--- src/rtl/i2a_pkg.sv ---
// ----------------------------------------------------------------------------
// i2a package
// mode codes, character constants and helpers for the ascii formatter
// ----------------------------------------------------------------------------
`default_nettype none

package i2a_pkg;

    localparam int VALUE_BITS_DEF = 32;

    localparam logic [2:0] MODE_SDEC  = 3'd0;
    localparam logic [2:0] MODE_UDEC  = 3'd1;
    localparam logic [2:0] MODE_HEXLO = 3'd2;
    localparam logic [2:0] MODE_HEXUP = 3'd3;
    localparam logic [2:0] MODE_CHAR  = 3'd4;

    localparam logic [7:0] ASCII_ZERO  = 8'h30;
    localparam logic [7:0] ASCII_LOWA  = 8'h61;
    localparam logic [7:0] ASCII_UPA   = 8'h41;
    localparam logic [7:0] ASCII_MINUS = 8'h2d;

    // control for the row of digit cells
    typedef struct packed {
        logic clear;
        logic shift_bit;
        logic shift_digit;
        logic dec;
    } cell_ctrl_t;

    // decimal digits needed for an unsigned word of b bits (1233/4096 ~ log10 2)
    function automatic int dec_digits(input int b);
        return ((b * 1233) >>> 12) + 1;
    endfunction

    function automatic logic [7:0] digit_char(input logic [3:0] d, input logic upper);
        logic [7:0] d8;
        d8 = {4'h0, d};
        if (d < 4'd10)
        begin
            return ASCII_ZERO + d8;
        end
        else if (upper)
        begin
            return ASCII_UPA + d8 - 8'd10;
        end
        else
        begin
            return ASCII_LOWA + d8 - 8'd10;
        end
    endfunction

endpackage

`default_nettype wire

--- src/rtl/integer_to_ascii_formatter_core.sv ---
// ----------------------------------------------------------------------------
// integer to ascii formatter core
// prints a value as decimal, hex or a single character, one item per char
// ----------------------------------------------------------------------------
// input channel: in_valid / in_stall carry value and mode; one item is taken
//   while the core is idle, and in_stall stays high until its last character
//   has been loaded into the output register
// output channel: out_valid / out_stall carry ascii_char and last, most
//   significant character first, last set on the final character
// numeric modes: a load state that clears the row of digit cells, a bit
//   shift through the cells for each of the VALUE_BITS value bits, then one
//   step per digit cell (dec_digits of VALUE_BITS, 10 at 32 bits) plus one
//   for a minus sign; leading zero cells are stepped over without output
// char mode: the low byte of value is registered, then presented as the only character
// unused mode codes are taken and produce nothing
// a stalled receiver freezes the character sequence; the output register
//   holds its item until taken
// reset empties the output register and returns to idle
// ----------------------------------------------------------------------------
`default_nettype none

module integer_to_ascii_formatter_core
#(
    parameter int VALUE_BITS = i2a_pkg::VALUE_BITS_DEF
)
(
    input  wire                  clk,
    input  wire                  rst_n,
    input  wire                  in_valid,
    output logic                 in_stall,
    input  wire [VALUE_BITS-1:0] value,
    input  wire [2:0]            mode,
    output logic                 out_valid,
    input  wire                  out_stall,
    output logic [7:0]           ascii_char,
    output logic                 last
);
    import i2a_pkg::*;

    localparam int NUM_DIGITS = dec_digits(VALUE_BITS);
    localparam int CNT_W      = $clog2(VALUE_BITS + 1);
    localparam int REM_W      = $clog2(NUM_DIGITS + 1);

    typedef enum logic [4:0]
    {
        ST_IDLE = 5'b00001,
        ST_CONV = 5'b00010,
        ST_EMIT = 5'b00100,
        ST_CHR  = 5'b01000,
        ST_LOAD = 5'b10000
    } state_t;

    state_t            state_reg, state_next;
    logic [VALUE_BITS-1:0] mag_reg, mag_next;
    logic [CNT_W-1:0]  cnt_reg, cnt_next;
    logic [REM_W-1:0]  rem_reg, rem_next;
    logic              neg_reg, neg_next;
    logic              dec_reg, dec_next;
    logic              upper_reg, upper_next;
    logic              started_reg, started_next;
    logic [7:0]        chr_reg, chr_next;
    logic              out_valid_reg, out_valid_next;
    logic [7:0]        out_char_reg, out_char_next;
    logic              out_last_reg, out_last_next;

    cell_ctrl_t        ctrl;
    logic [NUM_DIGITS-1:0] carry;
    logic [3:0]        digits [NUM_DIGITS];
    logic [3:0]        top_digit;
    logic              accept;
    logic              slot_free;
    logic              in_neg;

    assign in_stall   = (state_reg != ST_IDLE);
    assign accept     = in_valid && !in_stall;
    assign slot_free  = !out_valid_reg || !out_stall;
    assign out_valid  = out_valid_reg;
    assign ascii_char = out_char_reg;
    assign last       = out_last_reg;
    assign top_digit  = digits[NUM_DIGITS-1];
    assign in_neg     = (mode == MODE_SDEC) && value[VALUE_BITS-1];

    genvar gi;
    generate
        for (gi = 0; gi < NUM_DIGITS; gi++)
        begin : g_cell
            if (gi == 0)
            begin : g_first
                i2a_digit_cell u_cell
                (
                    .clk      (clk),
                    .rst_n    (rst_n),
                    .ctrl     (ctrl),
                    .bit_in   (mag_reg[VALUE_BITS-1]),
                    .digit_in (4'd0),
                    .bit_out  (carry[gi]),
                    .digit    (digits[gi])
                );
            end
            else
            begin : g_rest
                i2a_digit_cell u_cell
                (
                    .clk      (clk),
                    .rst_n    (rst_n),
                    .ctrl     (ctrl),
                    .bit_in   (carry[gi-1]),
                    .digit_in (digits[gi-1]),
                    .bit_out  (carry[gi]),
                    .digit    (digits[gi])
                );
            end
        end
    endgenerate

    always_comb
    begin
        state_next     = state_reg;
        mag_next       = mag_reg;
        cnt_next       = cnt_reg;
        rem_next       = rem_reg;
        neg_next       = neg_reg;
        dec_next       = dec_reg;
        upper_next     = upper_reg;
        started_next   = started_reg;
        chr_next       = chr_reg;
        out_valid_next = out_valid_reg && out_stall;
        out_char_next  = out_char_reg;
        out_last_next  = out_last_reg;
        ctrl           = '{clear: 1'b0, shift_bit: 1'b0, shift_digit: 1'b0, dec: dec_reg};

        unique case (state_reg)
            ST_IDLE:
            begin
                if (accept)
                begin
                    mag_next     = in_neg ? (~value + 1'b1) : value;
                    neg_next     = in_neg;
                    dec_next     = (mode == MODE_SDEC) || (mode == MODE_UDEC);
                    upper_next   = (mode == MODE_HEXUP);
                    chr_next     = value[7:0];
                    cnt_next     = CNT_W'(VALUE_BITS);
                    rem_next     = REM_W'(NUM_DIGITS);
                    started_next = 1'b0;
                    if (mode == MODE_CHAR)
                    begin
                        state_next = ST_CHR;
                    end
                    else if (mode < MODE_CHAR)
                    begin
                        state_next = ST_LOAD;
                    end
                end
            end
            ST_LOAD:
            begin
                ctrl.clear = 1'b1;
                state_next = ST_CONV;
            end
            ST_CONV:
            begin
                ctrl.shift_bit = 1'b1;
                mag_next       = {mag_reg[VALUE_BITS-2:0], 1'b0};
                cnt_next       = cnt_reg - 1'b1;
                if (cnt_reg == CNT_W'(1))
                begin
                    state_next = ST_EMIT;
                end
            end
            ST_EMIT:
            begin
                if (neg_reg)
                begin
                    if (slot_free)
                    begin
                        out_valid_next = 1'b1;
                        out_char_next  = ASCII_MINUS;
                        out_last_next  = 1'b0;
                        neg_next       = 1'b0;
                    end
                end
                else if (!started_reg && (top_digit == 4'd0) && (rem_reg != REM_W'(1)))
                begin
                    // leading zero: step past it
                    ctrl.shift_digit = 1'b1;
                    rem_next         = rem_reg - 1'b1;
                end
                else if (slot_free)
                begin
                    ctrl.shift_digit = 1'b1;
                    rem_next         = rem_reg - 1'b1;
                    started_next     = 1'b1;
                    out_valid_next   = 1'b1;
                    out_char_next    = digit_char(top_digit, upper_reg);
                    out_last_next    = (rem_reg == REM_W'(1));
                    if (rem_reg == REM_W'(1))
                    begin
                        state_next = ST_IDLE;
                    end
                end
            end
            ST_CHR:
            begin
                if (slot_free)
                begin
                    out_valid_next = 1'b1;
                    out_char_next  = chr_reg;
                    out_last_next  = 1'b1;
                    state_next     = ST_IDLE;
                end
            end
            default:
            begin
                state_next = ST_IDLE;
            end
        endcase
    end

    always_ff @(posedge clk or negedge rst_n)
    begin
        if (!rst_n)
        begin
            state_reg     <= ST_IDLE;
            out_valid_reg <= 1'b0;
            cnt_reg       <= '0;
            rem_reg       <= '0;
            neg_reg       <= 1'b0;
            started_reg   <= 1'b0;
        end
        else
        begin
            state_reg     <= state_next;
            out_valid_reg <= out_valid_next;
            cnt_reg       <= cnt_next;
            rem_reg       <= rem_next;
            neg_reg       <= neg_next;
            started_reg   <= started_next;
        end
    end

    always_ff @(posedge clk)
    begin
        mag_reg      <= mag_next;
        dec_reg      <= dec_next;
        upper_reg    <= upper_next;
        chr_reg      <= chr_next;
        out_char_reg <= out_char_next;
        out_last_reg <= out_last_next;
    end

endmodule

`default_nettype wire

--- src/rtl/i2a_digit_cell.sv ---
// ----------------------------------------------------------------------------
// i2a digit cell
// one 4-bit digit: double-dabble shift with add-3 correction, or digit shift
// ----------------------------------------------------------------------------
`default_nettype none

module i2a_digit_cell
(
    input  wire                 clk,
    input  wire                 rst_n,
    input  i2a_pkg::cell_ctrl_t ctrl,
    input  wire                 bit_in,
    input  wire  [3:0]          digit_in,
    output logic                bit_out,
    output logic [3:0]          digit
);
    import i2a_pkg::*;

    logic [3:0] digit_reg;
    logic [3:0] digit_next;
    logic [3:0] adj;

    // add 3 before the shift keeps the digit decimal; hex shifts plain
    assign adj     = (ctrl.dec && (digit_reg >= 4'd5)) ? digit_reg + 4'd3 : digit_reg;
    assign bit_out = adj[3];
    assign digit   = digit_reg;

    always_comb
    begin
        digit_next = digit_reg;
        if (ctrl.clear)
        begin
            digit_next = 4'd0;
        end
        else if (ctrl.shift_bit)
        begin
            digit_next = {adj[2:0], bit_in};
        end
        else if (ctrl.shift_digit)
        begin
            digit_next = digit_in;
        end
    end

    always_ff @(posedge clk or negedge rst_n)
    begin
        if (!rst_n)
        begin
            digit_reg <= 4'd0;
        end
        else
        begin
            digit_reg <= digit_next;
        end
    end

endmodule

`default_nettype wire

--- config.mk ---
export PLATFORM = sky130hd
export DESIGN_NAME = integer_to_ascii_formatter_core
export DESIGN_NICKNAME = d
export VERILOG_FILES = /design/src/rtl/i2a_pkg.sv /design/src/rtl/integer_to_ascii_formatter_core.sv /design/src/rtl/i2a_digit_cell.sv
export SDC_FILE = /design/constraint.sdc
export NUM_CORES = 1
export LEC_CHECK = 0
export BUFFER_PORTS_ARGS = -buffer_cell sky130_fd_sc_hd__buf_4
export CORE_ASPECT_RATIO = 0.5
export CORE_MARGIN = 4
export CORE_UTILIZATION = 65
export CTS_BUF_LIST = sky130_fd_sc_hd__clkbuf_8
export CTS_CLUSTER_DIAMETER = 100
export CTS_CLUSTER_SIZE = 30
export DETAILED_ROUTE_END_ITERATION = 10
export MAX_ROUTING_LAYER = met4
export PLACE_DENSITY = 0.93
export SYNTH_ARGS = -nofsm -noshare
export SYNTH_HDL_FRONTEND = slang
export SYNTH_HIERARCHICAL = 1
export SYNTH_SLANG_ARGS = --single-unit
export TNS_END_PERCENT = 100
--- constraint.sdc ---
create_clock -name clk -period 7.7 [get_ports clk]
set_clock_uncertainty 0.2 [all_clocks]
set_input_delay 1.54 -clock clk [delete_from_list [all_inputs] [get_ports clk]]
set_output_delay 1.54 -clock clk [all_outputs]
set_load 0.005 [all_outputs]
Yosys cells after proc, flatten, opt, wreduce, memory -nomap -nowiden
Index checks and enable logic that the tools add are counted.
Widths: inputs -> output; s select.

operators by class
  $add $sub $neg = 18
  multipliers = 0
  div/mod/pow operators = 0
  magnitude comparators = 12
  eq/ne operators = 22
  shift operators = 0
  muxes and demuxes = 92
  bitwise logic cells = 1
  reduce and logical (&&, ||, !) cells = 34

operators by type and width
  operator               count
  $mux 4                 43
  $mux 32                2
  $pmux 32 s2            1
  $mux 8                 7
  $mux 5                 9
  $ge 4x3->1 const B     10
  $add 4x2->4 const B    9
  $add 32x1->32 const B  1
  $not 32->32            1
  $pmux 5 s5             1
  $mux 1                 20
  $add 7x4->8 const A    2
  $pmux 8 s2             1
  $sub 8x4->8 const B    2
  $logic_and 1x1->1      15
  $ne 2x2->1 const B     7
  $pmux 6 s2             1
  $ne 3x3->1 const B     3
  $pmux 1 s2             4
  $pmux 4 s2             1
  $reduce_and 4->1       2
  $reduce_and 8->1       1
  $add 6x4->7 const A    1
  $eq 6x1->1 const B     1
  other kinds (26)       34

storage, ports and cells
  flip-flop bits (word level) = 109
  bits in latches = 0
  bits in writable memories = 0
  memory bits (read-only) = 0
  input bits = 39
  output and inout bits = 11
  memories kept = 0

Logic depth before layout (Yosys ltp)
  word-level depth = 9
  depth in mapped cells = 8
  gate-level depth less buffers = 8

Cells and area by module
Netlist, hierarchy kept.

modules (own cells, without submodules)
  module                           times used  cells an instance  area an instance (um2)  seq. area each (um2)
  integer_to_ascii_formatter_core  1           375                3,816.2                 1,983.2
  i2a_digit_cell                   10          35                 322.8                   100.1

Worst setup path after synthesis
OpenSTA, ideal clock, no wires.

  kind = input -> register
  from = input out_stall
  to = register g_cell[0].g_first.u_cell.digit_reg[0]
  setup time = 0.200 ns
  data arrival time = 4.535 ns
  required time = 7.300 ns
  slack = 2.766 ns
  stages on the path = 5
  path through = and2_1 > a211oi_2 > mux2_2 > mux2i_1 > nor2_1

RTL lines
  element                 line                                   source
  start: declaration      integer_to_ascii_formatter_core.sv:34  input wire out_stall,
  end signal: assignment  i2a_digit_cell.sv:53                   digit_reg <= digit_next;
  end: declaration        i2a_digit_cell.sv:19                   logic [3:0] digit_reg;

Worst setup path after layout
  from = input value[0]
  to = register mag_reg[24] (data pin)

between the ends
  longest elaborated chain between the ends = 5

ends and longest elaborated chain
  element                 line                                    source
  start: declaration      integer_to_ascii_formatter_core.sv:31   input wire [VALUE_BITS-1:0] value,
  $not 32->32             integer_to_ascii_formatter_core.sv:137  mag_next = in_neg ? (~value + 1'b1) : value;
  $add 32x1->32           integer_to_ascii_formatter_core.sv:137
  $mux 32                 integer_to_ascii_formatter_core.sv:137
  $mux 32                 integer_to_ascii_formatter_core.sv:135  if (accept)
  $pmux 32 s2             integer_to_ascii_formatter_core.sv:132  unique case (state_reg)
  named net mag_next[24]  integer_to_ascii_formatter_core.sv:54   logic [VALUE_BITS-1:0] mag_reg, mag_next;
  end signal: assignment  integer_to_ascii_formatter_core.sv:243  mag_reg <= mag_next;
  end: declaration        integer_to_ascii_formatter_core.sv:54

The timed path passes the listed nets, and every way through them passes these cells. The select of a mux whose other input is x is not followed.
A chain may end at the register's enable or synchronous reset.

==> reports/metrics.cfg <==
[outcome]
status = finished clean

[power_and_ir_drop]
ir_worst_vdd_mv = 0.139
switching_power_w = 0.000983
internal_power_w = 0.00142
power.share.clock = 0.170
pwr-share-comb = 0.405
pwr-share-seq = 0.424
p_leak_nw = 2.90
swShare = 0.409
power_density_nw_per_um2 = 310

[synth]
yosys_warnings = 6
syn_avg_cell_area_um2 = 9.72
synth_area_um2 = 7030
synthCells = 723

[clocking]
clk_latency_ns = 0.39
cts_sinks = 109
postCtsSetupBuffers = 0
hold_buffers = 0
cts_tree = yes
numCtsBuffers = 9
clockBufferDepth = 2
clockRootBuffer = clkbuf_8
clk_pin_slew_worst_paths_ns = 0.12
htreeDepth = 3
cts_resized = 0

[worst_setup_path]
cpPeakStageDelay_ns = 0.46
slowest_stage = o41ai_2
crit_required_ns = 7.65
cp-end-kind = register
crit_family = simple AND/OR/NAND/NOR gates
cp_max_fo = 6
r2r_start = state_reg[0]
worstPathArrival_ns = 3.40
startpoint = value[0]
path_cells = buf_4 > inv_1 > ha_1 > nor3b_1 > nand4_1 > o41ai_2 > xor2_1 > a21oi_1
path_class = in2reg
cp-start-kind = input pin
crit_buf_inv = 2

[layout]
largest_register_ffs = 36
final_cell_mix = 57 x dfrtp_1, 55 x nor2_1, 55 x buf_4, 53 x inv_1, 53 x o21ai_0
area.growth.synth_to_final_pct = 10.4
fin_nets = 834
drive_above_1_share = 0.138
diodes = 0
final_common_cell = dfrtp_1

[placed_design]
hpwl_um = 10500
io_buffers = 49
gp_congestion = 0.913

[timing]
slew_headroom = 0.161
finalMaxSlewViolations = 0
rsz0062_at_grt = no
hold_ws_ns = 0.316
tns_ns = 0
fin_crit_ns = 3.46
finalCritPeriodShare = 0.449
setup_viol = 0
worst_pin_slew_ns = 1.26
hold_viol = 0
max_clock_freq_mhz = 289

[global_route]
grtUsageMet3 = 0.0584
gr-max-usage-layer = met2
grtUsageMet2 = 0.477
antenna_found_initial = 0
met1_usage = 0.342
grt_max_degree = 66
overflow = 0
grt_pass1_wl_um = 27800
grtUsageTotal = 0.280
grt_pass1_vias = 5770

[detailed_routing]
vias = 6110
wl_per_cell_um = 18.2
drtIter0Drc = 681
drc = 0
viasPerCell = 6.69
drt_pass1_iterations = 5
ant_nets = 0
finalWirelength_um = 16600

[die]
core_um2 = 10400
placementRows = 26
die_x_um = 155
start_util = 0.677
dieArea_um2 = 12600
die_h_um = 81.5
top_level_ports = 50

[worst_hold_path]
hold_class = reg2reg
hold_start = started_reg

[run]
cap_violations = 0

[per-layer routing]
metal  vias to the layer above  share of wire
li1                       2806              -
met1                      2954           0.40
met2                       299           0.51
met3                        51          0.071
met4                         0          0.022
met5                         -              0
[power groups by stage]
stage	registers [W]	logic, W	clock network, W
2_1_floorplan	0.000962	0.000732	0
3_3_place_gp	0.00101	0.000878	0
3_5_place_dp	0.00102	0.000939	0
4_1_cts	0.00101	0.000959	0.000414
5_1_grt	0.00105	0.00109	0.000441
6_report	0.00102	0.000976	0.000409
[layout make-up]
type / instances / area, µm²
Clock inverter: 7 / 109
Inverter: 54 / 204
Tap cell: 140 / 175
Fill cell: 644 / 2620
Clock buffer: 9 / 124
Sequential cell: 109 / 2980
Multi-Input combinational cell: 539 / 3750
Timing Repair Buffer: 55 / 413
[path summary, 6_finish.rpt]
path / endpoint / slack, ns / depth (start not counted)
min in group asynchronous: cnt_reg[0] / 1.01 / 1
max in group asynchronous: g_cell[5].g_rest.u_cell/digit[2] / 5.79 / 1
hold reg to reg: started_reg / 0.32 / 2
setup reg to reg: g_cell[1].g_rest.u_cell/digit[2] / 4.41 / 6
setup / recovery: mag_reg[24] / 4.24 / 8
hold / removal: started_reg / 0.32 / 2
[worst reg2reg max path, cell delays in order, from the launching register on]
cell	delay [ns]
dfstp_2	0.60
nor2b_1	0.06
nand2b_1	0.06
buf_4	0.34
clkinv_2	0.74
buf_4	0.61
o311ai_0	0.54
[per-stage QoR]
| step | worst slack, ns | power (W) | instances | cell area, µm² | util |
|---|---|---|---|---|---|
| 6_report | 4.24 | 0.00241 | 913 | 7760 | 0.748 |
| 2_1_floorplan | 2.77 | 0.00169 | 726 | 7040 | - |
| 3_3_place_gp | 4.02 | 0.00189 | 897 | 7520 | 0.725 |
| 3_5_place_dp | 3.89 | 0.00196 | 897 | 7520 | 0.725 |
| 5_1_grt | 4.14 | 0.00258 | 913 | 7760 | 0.748 |
| 4_1_cts | 4.28 | 0.00239 | 913 | 7760 | 0.748 |
Power figures use the tool's default switching activity.
